===== src/hdl/bcw_pkg.sv =====
package bcw_pkg;

  localparam int unsigned ByteW    = 8;
  localparam int unsigned CrcW     = 24;
  localparam int unsigned ChanW    = 6;
  localparam int unsigned CrcBytes = 3;
  localparam int unsigned CntW     = 2;

  localparam logic [CrcW-1:0]  CrcInit     = 24'h555555;
  localparam logic [CrcW-1:0]  CrcPoly     = 24'h00065B;
  localparam logic [ByteW-1:0] LfsrTaps    = 8'h11;
  localparam logic [ByteW-1:0] SeedOrMask  = 8'h02;
  localparam logic [ChanW-1:0] ResetChan   = 6'd37;

  typedef struct packed {
    logic [ByteW-1:0] out_byte;
    logic             is_crc;
    logic             end_of_packet;
  } result_t;

  typedef struct packed {
    logic [ByteW-1:0] lfsr;
    logic [ByteW-1:0] data;
  } whiten_t;

  function automatic logic [ByteW-1:0] rev8(logic [ByteW-1:0] v);
    logic [ByteW-1:0] r;
    for (int i = 0; i < ByteW; i++) begin
      r[i] = v[ByteW-1-i];
    end
    return r;
  endfunction

  // The 6-bit channel lands in the top six bits once the byte is reversed.
  function automatic logic [ByteW-1:0] seed_of(logic [ChanW-1:0] chan);
    return rev8({2'b00, chan}) | SeedOrMask;
  endfunction

  function automatic logic [CrcW-1:0] crc_byte(logic [CrcW-1:0] crc, logic [ByteW-1:0] d);
    logic [CrcW-1:0] c;
    logic            top;
    c = crc;
    for (int i = 0; i < ByteW; i++) begin
      top = c[CrcW-1];
      c   = {c[CrcW-2:0], 1'b0};
      if (top != d[i]) begin
        c = c ^ CrcPoly;
      end
    end
    return c;
  endfunction

  function automatic whiten_t whiten_byte(logic [ByteW-1:0] lfsr, logic [ByteW-1:0] d);
    whiten_t w;
    w.lfsr = lfsr;
    w.data = d;
    for (int i = 0; i < ByteW; i++) begin
      if (w.lfsr[ByteW-1]) begin
        w.lfsr    = w.lfsr ^ LfsrTaps;
        w.data[i] = ~w.data[i];
      end
      w.lfsr = {w.lfsr[ByteW-2:0], 1'b0};
    end
    return w;
  endfunction

endpackage


===== src/hdl/ble_packet_crc_whitener_unit.sv =====
// Channel   Handshake                 Payload
// config    cfg_we_i                  whiten_channel_i[5:0]
// input     in_valid_i / in_ready_o   data_byte_i[7:0], last_byte_i
// output    out_valid_o / out_ready_i out_byte_o[7:0], is_crc_o, end_of_packet_o
//
// Each byte is checked and whitened combinationally and shows up at the output
// in the cycle after its transfer; a byte can be taken every cycle while the
// output is not stalled. A byte marked last is followed by three CRC bytes, one
// per cycle while the output is not stalled, during which no input is taken.
// Reset clears the pending CRC count and output valid; the channel returns to 37.
// A stalled output register holds its byte and stalls the input in the same cycle.
module ble_packet_crc_whitener_unit (
  input  logic                      clk_i,
  input  logic                      rst_ni,
  input  logic                      cfg_we_i,
  input  logic [bcw_pkg::ChanW-1:0] whiten_channel_i,
  input  logic                      in_valid_i,
  output logic                      in_ready_o,
  input  logic [bcw_pkg::ByteW-1:0] data_byte_i,
  input  logic                      last_byte_i,
  output logic                      out_valid_o,
  input  logic                      out_ready_i,
  output logic [bcw_pkg::ByteW-1:0] out_byte_o,
  output logic                      is_crc_o,
  output logic                      end_of_packet_o
);
  import bcw_pkg::*;

  logic    res_valid;
  logic    res_free;
  result_t res;

  bcw_core u_core (
    .clk_i            (clk_i),
    .rst_ni           (rst_ni),
    .cfg_we_i         (cfg_we_i),
    .whiten_channel_i (whiten_channel_i),
    .in_valid_i       (in_valid_i),
    .in_ready_o       (in_ready_o),
    .data_byte_i      (data_byte_i),
    .last_byte_i      (last_byte_i),
    .res_free_i       (res_free),
    .res_valid_o      (res_valid),
    .res_o            (res)
  );

  bcw_out_stage u_out (
    .clk_i           (clk_i),
    .rst_ni          (rst_ni),
    .res_valid_i     (res_valid),
    .res_i           (res),
    .res_free_o      (res_free),
    .out_valid_o     (out_valid_o),
    .out_ready_i     (out_ready_i),
    .out_byte_o      (out_byte_o),
    .is_crc_o        (is_crc_o),
    .end_of_packet_o (end_of_packet_o)
  );

endmodule


===== src/hdl/bcw_core.sv =====
module bcw_core (
  input  logic                      clk_i,
  input  logic                      rst_ni,
  input  logic                      cfg_we_i,
  input  logic [bcw_pkg::ChanW-1:0] whiten_channel_i,
  input  logic                      in_valid_i,
  output logic                      in_ready_o,
  input  logic [bcw_pkg::ByteW-1:0] data_byte_i,
  input  logic                      last_byte_i,
  input  logic                      res_free_i,
  output logic                      res_valid_o,
  output bcw_pkg::result_t          res_o
);
  import bcw_pkg::*;

  logic [ChanW-1:0] chan_q, chan_d;
  logic [CrcW-1:0]  crc_q, crc_d;
  logic [ByteW-1:0] lfsr_q, lfsr_d;
  logic             open_q, open_d;
  logic [CntW-1:0]  crc_left_q, crc_left_d;

  logic [CrcW-1:0]  crc_base;
  logic [ByteW-1:0] lfsr_base;
  logic [CrcW-1:0]  crc_after;
  whiten_t          wd;
  whiten_t          wc;
  logic             in_xfer;
  logic             crc_emit;

  // A packet start reloads both shift registers before the byte goes through.
  assign crc_base  = open_q ? crc_q : CrcInit;
  assign lfsr_base = open_q ? lfsr_q : seed_of(chan_q);
  assign crc_after = crc_byte(crc_base, data_byte_i);
  assign wd        = whiten_byte(lfsr_base, data_byte_i);
  assign wc        = whiten_byte(lfsr_q, rev8(crc_q[CrcW-1 -: ByteW]));

  assign in_ready_o = (crc_left_q == '0) && res_free_i;
  assign in_xfer    = in_valid_i && in_ready_o;
  assign crc_emit   = (crc_left_q != '0) && res_free_i;

  always_comb begin
    chan_d      = cfg_we_i ? whiten_channel_i : chan_q;
    crc_d       = crc_q;
    lfsr_d      = lfsr_q;
    open_d      = open_q;
    crc_left_d  = crc_left_q;
    res_valid_o = 1'b0;
    res_o       = '{out_byte: wd.data, is_crc: 1'b0, end_of_packet: 1'b0};
    if (in_xfer) begin
      res_valid_o = 1'b1;
      crc_d       = crc_after;
      lfsr_d      = wd.lfsr;
      open_d      = !last_byte_i;
      if (last_byte_i) begin
        crc_left_d = CntW'(CrcBytes);
      end
    end else if (crc_emit) begin
      res_valid_o = 1'b1;
      res_o       = '{out_byte: wc.data, is_crc: 1'b1,
                      end_of_packet: (crc_left_q == CntW'(1))};
      crc_d       = {crc_q[CrcW-ByteW-1:0], {ByteW{1'b0}}};
      lfsr_d      = wc.lfsr;
      crc_left_d  = crc_left_q - CntW'(1);
    end
  end

  always_ff @(posedge clk_i or negedge rst_ni) begin
    if (!rst_ni) begin
      chan_q     <= ResetChan;
      crc_q      <= CrcInit;
      lfsr_q     <= seed_of(ResetChan);
      open_q     <= 1'b0;
      crc_left_q <= '0;
    end else begin
      chan_q     <= chan_d;
      crc_q      <= crc_d;
      lfsr_q     <= lfsr_d;
      open_q     <= open_d;
      crc_left_q <= crc_left_d;
    end
  end

endmodule


===== src/hdl/bcw_out_stage.sv =====
module bcw_out_stage (
  input  logic                      clk_i,
  input  logic                      rst_ni,
  input  logic                      res_valid_i,
  input  bcw_pkg::result_t          res_i,
  output logic                      res_free_o,
  output logic                      out_valid_o,
  input  logic                      out_ready_i,
  output logic [bcw_pkg::ByteW-1:0] out_byte_o,
  output logic                      is_crc_o,
  output logic                      end_of_packet_o
);
  import bcw_pkg::*;

  logic    valid_q, valid_d;
  result_t res_q, res_d;

  // The register takes a new result when it is empty or its content leaves now.
  assign res_free_o = !valid_q || out_ready_i;

  always_comb begin
    valid_d = valid_q;
    res_d   = res_q;
    if (res_free_o) begin
      valid_d = res_valid_i;
      res_d   = res_i;
    end
  end

  always_ff @(posedge clk_i or negedge rst_ni) begin
    if (!rst_ni) begin
      valid_q <= 1'b0;
    end else begin
      valid_q <= valid_d;
    end
  end

  always_ff @(posedge clk_i) begin
    res_q <= res_d;
  end

  assign out_valid_o     = valid_q;
  assign out_byte_o      = res_q.out_byte;
  assign is_crc_o        = res_q.is_crc;
  assign end_of_packet_o = res_q.end_of_packet;

endmodule


===== config.mk =====
export PLATFORM = sky130hd
export DESIGN_NAME = ble_packet_crc_whitener_unit
export DESIGN_NICKNAME = d
export VERILOG_FILES = /design/src/hdl/bcw_pkg.sv /design/src/hdl/ble_packet_crc_whitener_unit.sv /design/src/hdl/bcw_core.sv /design/src/hdl/bcw_out_stage.sv
export SDC_FILE = /design/constraint.sdc
export NUM_CORES = 1
export LEC_CHECK = 0
export BUFFER_PORTS_ARGS = -buffer_cell sky130_fd_sc_hd__buf_2
export CORE_MARGIN = 2
export CORE_UTILIZATION = 45
export DETAILED_ROUTE_END_ITERATION = 8
export PLACE_DENSITY = 0.7
export SLEW_MARGIN = 30
export SYNTH_ARGS = -nofsm -noshare
export SYNTH_HDL_FRONTEND = slang
export SYNTH_SLANG_ARGS = --single-unit

===== constraint.sdc =====
create_clock -name clk_i -period 2.2 [get_ports clk_i]
set_input_delay 0.44 -clock clk_i [delete_from_list [all_inputs] [get_ports clk_i]]
set_output_delay 0.44 -clock clk_i [all_outputs]
set_load 0.05 [all_outputs]

==> impl_results.md, run 1 <==
* Final hold violation count at 0
* Worst rel slew slack at approximately 48%
* Rows at 31
* Synth warnings at 0
* Mapped Nets at between 300 and 400
* WL final at 7180 um
* RSZ-0062 raised after global routing: false
* Area delta synth->final at 9.62%
* Sink Count at just over 50
* Slew Limit Fails at 0
* Clock Tree Root: clkbuf_8
* Max incr delay on CP at 0.39 ns
* Prevailing post-synth register cell: dfrtp_1
* Comb pwr share at 61.2%
* Via density at 5.16
* Post-cts resize count at 0
* Data arrival, critical path at 1.41 ns
* First-pass GRT wire length at 12100 um
* Crit-path cells: inv_1 > ha_1 > and2_1 > buf_2
* Largest net degree at the start of global routing at 35
* Setup TNS at 0 ns
* CP startpoint kind: flip-flop
* Finished Core Util at 50.8%
* LEAKAGE at roughly 0.0015 uW
* Skew-Pair Late Insertion Delay at roughly 0.31 ns
* Layout Nets at 361
* DRC viols at 0
* Crit share post-route at 83.9%
* P per Cell Area at approximately 1800 nW/um^2
* Synth Instances at around 320
* GRT overflow at 0
* DRT Pass-1 Iters at 4
* Max-cap violations at 0
* Hold buffers post-CTS at 0
* Worst hold path type: in -> async
* Die W at 90.2 um
* Clk slew on worst S/H paths at 0.10 ns
* HPWL after detailed placement at 5400 um
* Seq/Total Area, Yosys at 40.4%
* Gr usage total at a little under a fifth
* Post-synth EDFFs at 10
* Most frequent cells in the layout: 45 x xnor2_1, 31 x buf_2, 29 x nand2_1, 25 x nor2_1, 22 x dfrtp_1
* Reg power frac at 28.9%
* Netlist cell types at 45
* Ys async rst share at approximately four fifths
* Post-CTS Setup Bufs at 0
* Placer Congestion at 0.869
* Vias in the first global route at 2289
* Pint at between 3000 and 4000 uW
* WL/cell at 16.4 um
* Setup CP Type: reg -> out
* Crit. End Element: output pin
* Total CTS buffers at 5
* Syn avg cell area at about 11 um^2
* Fmax at about 0.54 GHz
* Outcome: complete, no violations
* Post-route ant nets at 0
* Crit path time final at 1.85 ns
* Worst Path Max Fanout at 4
* Netlist Area Pre-Place at 3340 um^2
* Core area at 7210 um^2
* Initial antenna violation count at 0
* Initial core utilization at 46.3%
* Via count at about 2.3k
* Die Y at 90.2 um
* H-tree depth at 2
* CTS tree: yes
* Setup violators final at 0
* Die area at 8130 um^2
* WP data required at 1.76 ns
* Worst r2r path cells at 5
* Switching Fraction at 44.2%
* Commonest non-fill, non-tap cell in the layout: xnor2_1
* Worst Skew at between 0.008 and 0.009 ns
* Iter 0 DRT Violations at around 140
* I/O pins at 32
* Diode count at 0
* Share of cells above drive strength 1 at 28.2%
* Clock buffer depth at 2
* IO buf count at 31
* VDD IR-drop max at 0.542 mV
* Switching pwr at 2980 uW
* Worst slew pin tran at ~0.77 ns
* Clock network power share at 9.9%
* Worst path slowest cell: dfrtp_1
* Seq cells post-synth at 51
final timing paths:
kind	from	end	slack [ns]
worst max-delay path	u_core.crc_left_q[0]$_DFFE_PN0P_	in_ready_o	0.35
worst min-delay path	rst_ni	u_core.chan_q[4]$_DFFE_PN0P_	0.19
worst max register to register	u_core.crc_q[23]$_DFFE_PN0P_	u_core.crc_q[10]$_DFFE_PN1P_	0.36
worst min register to register	u_core.crc_q[8]$_DFFE_PN1P_	u_core.crc_q[16]$_DFFE_PN1P_	0.50
max in group asynchronous	rst_ni	u_core.crc_q[20]$_DFFE_PN1P_	1.34
min in group clk_i	last_byte_i	u_core.open_q$_DFFE_PN0P_	0.30
critical path: cells and delay by family, from the launching register on:
| family | cells | cell delay (ns) |
|---|---|---|
| fa+ha+maj | 1 | 0.20 |
| buf+inv | 2 | 0.35 |
| flops | 1 | 0.39 |
| simple gates | 1 | 0.15 |
logic make-up after synthesis:
group	share of synthesized area (%)
AOI/OAI and AO/OA	10.8
xor gates and xnor gates	27.1
adders and majority gates	0.749
buffers and inverters	5.62
DFF	40.4
muxes	6.10
and+or+nand+nor	9.25
power by group through the flow:
stage               registers, uW  clock network (uW)  logic, uW
floorplan                    1980                   0       3340
global placement             1950                   0       4040
detailed placement           1960                   0       4120
CTS                          1940                 689       4140
global route                 1990                 721       4510
finish                       1950                 670       4130
state kept, by name (all words and copies together), names as in the netlist:
register,flops
u_out.end_of_packet_o,1
u_out.out_valid_o,1
u_out.out_byte_o,8
u_core.lfsr_q,7
u_core.crc_q,24
u_core.chan_q,6
u_out.is_crc_o,1
u_core.crc_left_q,2
u_core.open_q,1
stage by stage:
step	cells	worst slack (ns)	cell area, um^2	hold slack [ns]	total power (uW)
after global routing	439	0.232	3660	0.243	7220
final	439	0.354	3660	0.192	6750
after CTS	439	0.339	3660	0.218	6770
after global placement	431	0.384	3550	0.481	5990
after floorplan	318	0.245	3340	0.144	5320
after detailed placement	431	0.339	3550	0.488	6080
synth_stat cells, types with 2 or more instances:
| cell | count | area share (%) |
|---|---|---|
| xor2_1 | 19 | 5.0 |
| buf_4 | 5 | 1.1 |
| o21ai_0 | 4 | 0.60 |
| dfstp_2 | 19 | 15 |
| ha_1 | 2 | 0.75 |
| edfxtp_1 | 10 | 9.0 |
| o22ai_1 | 2 | 0.37 |
| a21oi_1 | 17 | 2.5 |
| o22a_1 | 3 | 0.79 |
| inv_1 | 4 | 0.45 |
| nor2_1 | 25 | 2.8 |
| xnor2_2 | 7 | 3.4 |
| xnor3_1 | 6 | 4.0 |
| and2_1 | 2 | 0.37 |
| mux2_2 | 7 | 2.4 |
| nand2b_1 | 4 | 0.75 |
| a31oi_1 | 3 | 0.56 |
| xnor2_4 | 2 | 1.6 |
| dfrtp_1 | 22 | 16 |
| a22o_1 | 2 | 0.52 |
| a22oi_1 | 4 | 0.90 |
| clkbuf_1 | 6 | 0.67 |
| mux2i_4 | 2 | 1.3 |
| buf_6 | 2 | 0.67 |
| mux2i_1 | 8 | 2.4 |
| nand3_1 | 10 | 1.5 |
| xnor2_1 | 45 | 12 |
| o21ai_1 | 17 | 2.5 |
| buf_2 | 15 | 2.2 |
| nand2_1 | 29 | 3.3 |
routing by layer:
layer | GRT usage (%) | share of wire, % | vias up
li1 | - | - | 1094
met1 | 25.0 | 45 | 1099
met2 | 31.2 | 49 | 63
met3 | 3.44 | 4.1 | 10
met4 | 7.44 | 1.8 | 0
met5 | 0 | 0 | -
final cells by class:
| type | instances | area [um^2] |
|---|---|---|
| clock inverter | 3 | 46.3 |
| multi-input combinational | 232 | 1800 |
| timing repair buffer | 43 | 245 |
| tap | 99 | 124 |
| clock buffer | 5 | 68.8 |
| sequential | 51 | 1350 |
| fill | 680 | 3550 |
| inverter | 6 | 25.0 |
Power figures use the tool's default switching activity.
==> run 2, diff against run 1 <==
--- a/config.mk
+++ b/config.mk
@@ -5,6 +5,7 @@
 export SDC_FILE = /design/constraint.sdc
 export NUM_CORES = 1
 export LEC_CHECK = 0
+export ABC_AREA = 1
 export BUFFER_PORTS_ARGS = -buffer_cell sky130_fd_sc_hd__buf_2
 export CORE_MARGIN = 2
 export CORE_UTILIZATION = 45
==> constraint.sdc (replaced) <==
create_clock -name clk_i -period 1.7 [get_ports clk_i]
set_input_delay 0.34 -clock clk_i [delete_from_list [all_inputs] [get_ports clk_i]]
set_output_delay 0.34 -clock clk_i [all_outputs]
set_load 0.05 [all_outputs]
==> run 2 against run 1 <==
The run now ends with negative setup slack left. First-iteration DRC count increased by 72%. Synthesized area increased by 2.1%. Highest routed layer unchanged. Clock power increased by 30%. Hold slack improved by 0.032 ns. Register-to-register slack got worse by 0.39 ns. Largest power group unchanged. Count of clock-buffer cells in the layout increased by 1. Power increased by 28%.
==> impl_results.md, run 2 <==
* Reg-to-reg startpoint: u_core.crc_left_q[1]$_DFFE_PN0P_
* Post-Place Worst Slack at -0.00143 ns
* Prevailing post-synth register cell: dfrtp_1
* Finished Core Util at between 50% and 60%
* RSZ-0062 raised after global routing: true
* DRC viols at 0
* Largest net degree at the start of global routing at 28
* Post-route ant nets at 0
* Max incr delay on CP at 0.40 ns
* Die area at between 8000 and 9000 um^2
* WP data required at 1.93 ns
* Via count at 3413
* Setup violators final at 2
* Seq cells post-synth at 51
* Outcome: finished, violations left
* RR Endpoint: u_core.crc_q[16]$_DFFE_PN1P_
* Area delta synth->final at 27.9%
* DRT Pass-1 Iters at 5
* Max-cap violations at 0
* Fmax at 0.578 GHz
* I/O pins at 32
* Worst rel slew slack at 71.9%
* Core area at ~7300 um^2
* Worst path slowest cell: dfrtp_1
* Diode count at 0
* Count leader, synth: nand2_1
* Final hold violation count at 0
* Sink Count at 51
* Largest register FFs at 24
* Data arrival, critical path at 1.96 ns
* Initial core utilization at 46.8%
* Synth cell count leaders: 143 x nand2_1, 57 x inv_1, 46 x nand3_1, 36 x o21ai_0, 25 x nor2_1
* Top-area cell type share of the netlist area at 16.1%
* Post-synth EDFFs at 10
* Synth Instances at around 470
* Violated checks: negative setup slack
* Via density at about 5.3
* Crit-path leading delay family: buffers and inverters
* Hold Path Depth at 3
* Ys async rst share at about four fifths
* Ranking of synthesized cells by area: dfrtp_1 16%, nand2_1 16%, dfstp_2 15%
* Netlist Area Pre-Place at 3410 um^2
* Worst Path Max Fanout at 8
* Die Y at 91.1 um
* Clock Tree Root: clkbuf_8
* Post-synth top area cell: dfrtp_1
* CP dominant cell by count: nor2_4
* Gr usage total at a little under a quarter
* Synth warnings at 0
* H-tree depth at 2
* Hold Path Sink: u_core.chan_q[4]$_DFFE_PN0P_
* Top reg by flops: u_core.crc_q
* Layout Nets at 564
* Buf+Inv Stages, Crit Path at 3
* Worst hold path type: in -> reg
* Seq/Total Area, Yosys at 39.6%
* Worst slew pin tran at 0.421 ns
* Critical path origin: u_core.crc_left_q[1]$_DFFE_PN0P_
* Skew-Pair Late Insertion Delay at 0.32 ns
* Crit-path cells: inv_2 > ha_4 > nand2_4 > nor2_4 > clkinvlp_4 > buf_4 > nor2_4 > nand3_1 > o221ai_1
* Slew Limit Fails at 0
* Worst Skew at 0.0141 ns
* DP Area at 3910 um^2
* Commonest non-fill, non-tap cell in the layout: nand2_1
* IO buf count at 31
* Hold Crit Start: whiten_channel_i[4]
* CP startpoint kind: flip-flop
* Iter 0 DRT Violations at 242
* GRT overflow at 0
* LEAKAGE at 0.00208 uW
* Syn avg cell area at 7.29 um^2
* Flop2flop setup slack at -0.03 ns
* Worst r2r path cells at 9
* Crit. End Element: flip-flop
* Die W at 91.1 um
* Netlist cell types at 41
* PnR worst setup slack at -0.0294 ns
* Clk slew on worst S/H paths at ~0.10 ns
* First-pass GRT wire length at approximately 15000 um
* Setup CP Type: reg -> reg
* Vias in the first global route at roughly 3.1k
* Total CTS buffers at 5
* Placer Congestion at 0.961
* WL/cell at 14.9 um
* VDD IR-drop max at 0.746 mV
* WL final at 9540 um
* Final Cell Area at 4370 um^2
* Clock buffer depth at 2
* Mapped Nets at a little under 500
* Share of cells above drive strength 1 at 30.9%
* HPWL after detailed placement at 6770 um
* Power Total at about 8600 uW
* CTS tree: yes
* Most frequent cells in the layout: 135 x nand2_1, 51 x inv_1, 46 x nand3_1, 39 x buf_4, 30 x buf_2
* Crit share post-route at 102%
* Rows at 31
* P per Cell Area at 1980 nW/um^2
* Crit path time final at around 1.7 ns
* Initial antenna violation count at 0
==> run 2: worst reg2reg max path, cell delays in order (launching register included) <==
cell	delay, ns
dfrtp_1	0.40
inv_2	0.09
ha_4	0.15
nand2_4	0.05
nor2_4	0.17
clkinvlp_4	0.26
buf_4	0.22
nor2_4	0.15
nand3_1	0.08
o221ai_1	0.09
==> run 2: worst max-delay path by stage <==
| stage | to | cells after the start |
|---|---|---|
| 3_3_place_gp | u_core.crc_q[10]$_DFFE_PN1P_ | 9 |
| 2_1_floorplan | u_core.crc_q[9]$_DFFE_PN0P_ | 8 |
| 3_5_place_dp | u_out.out_byte_o[7]$_DFFE_PN_ | 11 |
| 4_1_cts | u_core.crc_q[10]$_DFFE_PN1P_ | 9 |
| 5_1_grt | u_out.out_byte_o[7]$_DFFE_PN_ | 11 |
| 6_report | u_core.crc_q[16]$_DFFE_PN1P_ | 9 |
==> run 2: final cells by class <==
| class | count | area, um^2 |
|---|---|---|
| Fill cell | 667 | 2930 |
| Tap cell | 99 | 124 |
| Timing Repair Buffer | 84 | 682 |
| Clock buffer | 6 | 72.6 |
| Sequential cell | 51 | 1350 |
| Inverter | 62 | 239 |
| Multi-Input combinational cell | 338 | 1860 |
| Clock inverter | 2 | 37.5 |
==> run 2: routing by layer <==
| layer | GRT usage [%] | routed length (um) | up-vias |
|---|---|---|---|
| li1 | - | - | 1655 |
| met1 | 31.6 | 4220 | 1595 |
| met2 | 37.4 | 4530 | 146 |
| met3 | 2.82 | 671 | 17 |
| met4 | 5.68 | 125 | 0 |
| met5 | 0 | 0 | - |
==> run 2: cells by family after synthesis <==
logic type	Yosys count	share of synthesized area, %
xor+xnor	16	5.32
fa+ha+maj	2	0.733
simple gates	234	29.7
compound gates	86	14.9
buf+inv	79	9.79
flops	51	39.6
==> run 2: power by group <==
part / total, uW / internal, uW / switching (uW)
sequential: 2250 / 1890 / 362
combinational: 5500 / 2190 / 3310
clock: 873 / 440 / 433
==> run 2: repair_timing <==
action	4_1_cts	5_1_grt
buffers inserted	0	15
resized for setup	6	53
endpoints found under the hold margin	7	0
pin swaps	0	8
endpoints found under the setup margin	7	34
cloned	0	2
hold buffers	1	0
==> run 2: per-stage QoR <==
| step | setup TNS, ns | cells | hold slack (ns) |
|---|---|---|---|
| floorplan | 0 | 468 | 0.0444 |
| global placement | -0.00393 | 616 | 0.288 |
| detailed placement | -0.00232 | 616 | 0.295 |
| CTS | -0.0488 | 625 | 0.220 |
| global route | -1.37 | 642 | 0.238 |
| finish | -0.0491 | 642 | 0.224 |
==> run 3, diff against run 2 <==
--- a/config.mk
+++ b/config.mk
@@ -10,8 +10,10 @@
 export CORE_MARGIN = 2
 export CORE_UTILIZATION = 45
 export DETAILED_ROUTE_END_ITERATION = 8
+export MAX_ROUTING_LAYER = met4
 export PLACE_DENSITY = 0.7
 export SLEW_MARGIN = 30
 export SYNTH_ARGS = -nofsm -noshare
 export SYNTH_HDL_FRONTEND = slang
+export SYNTH_HIERARCHICAL = 1
 export SYNTH_SLANG_ARGS = --single-unit
==> run 3 against run 2 <==
The flow now finishes without violations. Count of clock-buffer cells in the layout unchanged. Largest cell class unchanged. Critical endpoint is now u_out/out_byte_o[5]$_DFFE_PP_. Clock skew fell by 0.0071 ns. Largest power group unchanged. Power grew 3.1%.
==> impl_results.md, run 3 <==
* Initial antenna violation count at 0
* Largest register FFs at 24
* Crit-path cells: buf_6 > buf_4 > nand2_1 > o21ai_4 > xnor2_1 > nand2_1 > a31oi_1
* WHS at 0.0882 ns
* Worst rel slew slack at about 64%
* CP dominant cell by count: nand2_1
* Top-area cell type share of the netlist area at around 18%
* Netlist cell types at 39
* Crit share post-route at 97.9%
* Gr usage total at 24.2%
* Initial core utilization at 46.5%
* Skew-Pair Late Insertion Delay at roughly 0.3 ns
* Seq cells post-synth at slightly above 50
* Largest net degree at the start of global routing at 42
* Post-synth EDFFs at 10
* IO buf count at 31
* Placer Congestion at 0.945
* Ys async rst share at about four fifths
* Share of cells above drive strength 1 at roughly 29%
* H-tree depth at 2
* Top reg by flops: u_core/crc_q
* HPWL after detailed placement at 6940 um
* Worst r2r path cells at 7
* Commonest non-fill, non-tap cell in the layout: nand2_1
* Die W at around 90 um
* Iter 0 DRT Violations at roughly 230
* Die Y at 90.6 um
* Data arrival, critical path at around 1.8 ns
* First-pass GRT wire length at 15600 um
* Count leader, synth: nand2_1
* Clock Tree Root: clkbuf_8
* Syn avg cell area at 7.08 um^2
* Clk slew on worst S/H paths at about 0.10 ns
* Die area at 8210 um^2
* Worst path depth at 7
* Highest routing layer actually used: met4
* Post-route ant nets at 0
* Most frequent cells in the layout: 147 x nand2_1, 55 x nand3_1, 48 x inv_1, 32 x buf_4, 30 x buf_2
* Via count at 3430
* Sink Count at 51
* Outcome: complete, no violations
* Worst Skew at a little under 0.007 ns
* WL/cell at 15.1 um
* Register area at about 1400 um^2
* Diode count at 0
* Post-synth top area cell: nand2_1
* Cell Count, Final, Fillers Out at 636
* RSZ-0062 raised after global routing: true
* Clock buffer depth at 2
* Mapped Nets at about 500
* Met1 WL at 3990 um
* Vias in the first global route at 3252
* Fmax at about 0.6 GHz
* Met3 wire len at 732 um
* Worst hold path type: in -> async
* Layout fillers at about 700
* Total CTS buffers at 5
* Buf+Inv Stages, Crit Path at 2
* Max incr delay on CP at 0.51 ns
* LEAKAGE at 0.00205 uW
* GRT overflow at 0
* I/O pins at 32
* Crit. End Element: flip-flop
* Finished Core Util at 57.8%
* Final hold violation count at 0
* Crit-path leading delay family: flip-flops
* Layout Nets at 558
* Prevailing post-synth register cell: dfrtp_1
* Crit path time final at 1.66 ns
* CTS tree: yes
* VDD IR-drop max at 0.639 mV
* Multi-input logic area at 1870 um^2
* DRC viols at 0
* Placed Instances at 619
* Power Total at 8890 uW
* CP startpoint kind: flip-flop
* Synth cell count leaders: 165 x nand2_1, 57 x nand3_1, 52 x inv_1, 31 x o21ai_0, 25 x nor2_1
* Seq/Total Area, Yosys at 40.0%
* Area delta synth->final at 24.3%
* Synth Instances at 477
* Max-cap violations at 0
* Worst path slowest cell: dfrtp_2
* WL final at 9610 um
* DRT Pass-1 Iters at 5
* Slew Limit Fails at 0
* P per Cell Area at between 2000 and 2500 nW/um^2
* Setup violators final at 0
* Rows at 31
* Ranking of synthesized cells by area: nand2_1 18%, dfrtp_1 16%, dfstp_2 15%
* Worst slew pin tran at 0.547 ns
* Netlist Area Pre-Place at 3380 um^2
* WP data required at 1.86 ns
* Metal2 WL at 4700 um
* Worst Path Max Fanout at 8
* Synth warnings at 6
* Hold buffers post-CTS at 0
* Setup CP Type: reg -> reg
* Core area at ~7300 um^2
* Via density at between 5 and 6
==> run 3: worst reg2reg max path, delay by kind of cell (launching register included) <==
family                    cells  cell delay [ns]
and+or+nand+nor               2             0.18
AOI/OAI and AO/OA             2             0.27
xor gates and xnor gates      1             0.23
buffers and inverters         2             0.32
DFF                           1             0.51
==> run 3: worst paths after layout <==
check	endpoint	slack, ns	from
min in group clk_i	u_core/chan_q[4]$_DFFE_PN0P_	0.23	whiten_channel_i[4]
max reg2reg	u_out/out_byte_o[5]$_DFFE_PP_	0.04	u_core/open_q$_DFFE_PN0P_
min reg2reg	u_core/crc_q[6]$_DFFE_PN1P_	0.47	u_core/crc_q[6]$_DFFE_PN1P_
min	u_core/crc_q[3]$_DFFE_PN0P_	0.09	rst_ni
max	u_out/out_byte_o[5]$_DFFE_PP_	0.04	u_core/open_q$_DFFE_PN0P_
max in group asynchronous	u_out/out_valid_o$_DFFE_PN0P_	1.20	rst_ni
==> run 3: report_power, final <==
| group | internal, uW | switching (uW) |
|---|---|---|
| clock | 589 | 412 |
| combinational | 2020 | 3590 |
| sequential | 1920 | 361 |
| total | 4530 | 4360 |
==> run 3: kinds of logic after synthesis <==
family          synth area share [%]
simple gates                    33.7
fa+ha+maj                      0.741
mux                            0.334
xor+xnor                        4.34
flops                           40.0
buf+inv                         9.23
compound gates                  11.6
==> run 3: cell type report <==
class / instances / share of cell area [%]
clock buffers: 6 / 1.73
clock inverters: 2 / 1.43
inverters: 59 / 5.40
multi-input cells: 351 / 44.6
flip-flops and latches: 51 / 32.2
well taps: 99 / 2.95
repair buffers: 68 / 11.7
==> run 3: layer usage <==
metal,GRT usage (%),vias up
met2,39.1,158
li1,-,1663
met1,31.7,1591
met4,8.08,0
met5,-,-
met3,3.01,18
==> run 3: timing repair <==
| action | in CTS | in global routing |
|---|---|---|
| buffers inserted | 0 | 8 |
| setup endpoints to repair | 5 | 40 |
| gates cloned | 0 | 1 |
| resized for setup | 5 | 49 |
| pin swaps | 0 | 5 |
==> run 3: metrics by stage <==
step	instance area [um^2]	setup TNS [ns]	setup slack, ns
2_1_floorplan	3380	0	0.0322
3_3_place_gp	3790	0	0.0433
3_5_place_dp	3790	-0.00808	-0.00808
4_1_cts	3940	-0.0137	-0.0137
5_1_grt	4200	-0.673	-0.0757
6_report	4200	0	0.0365
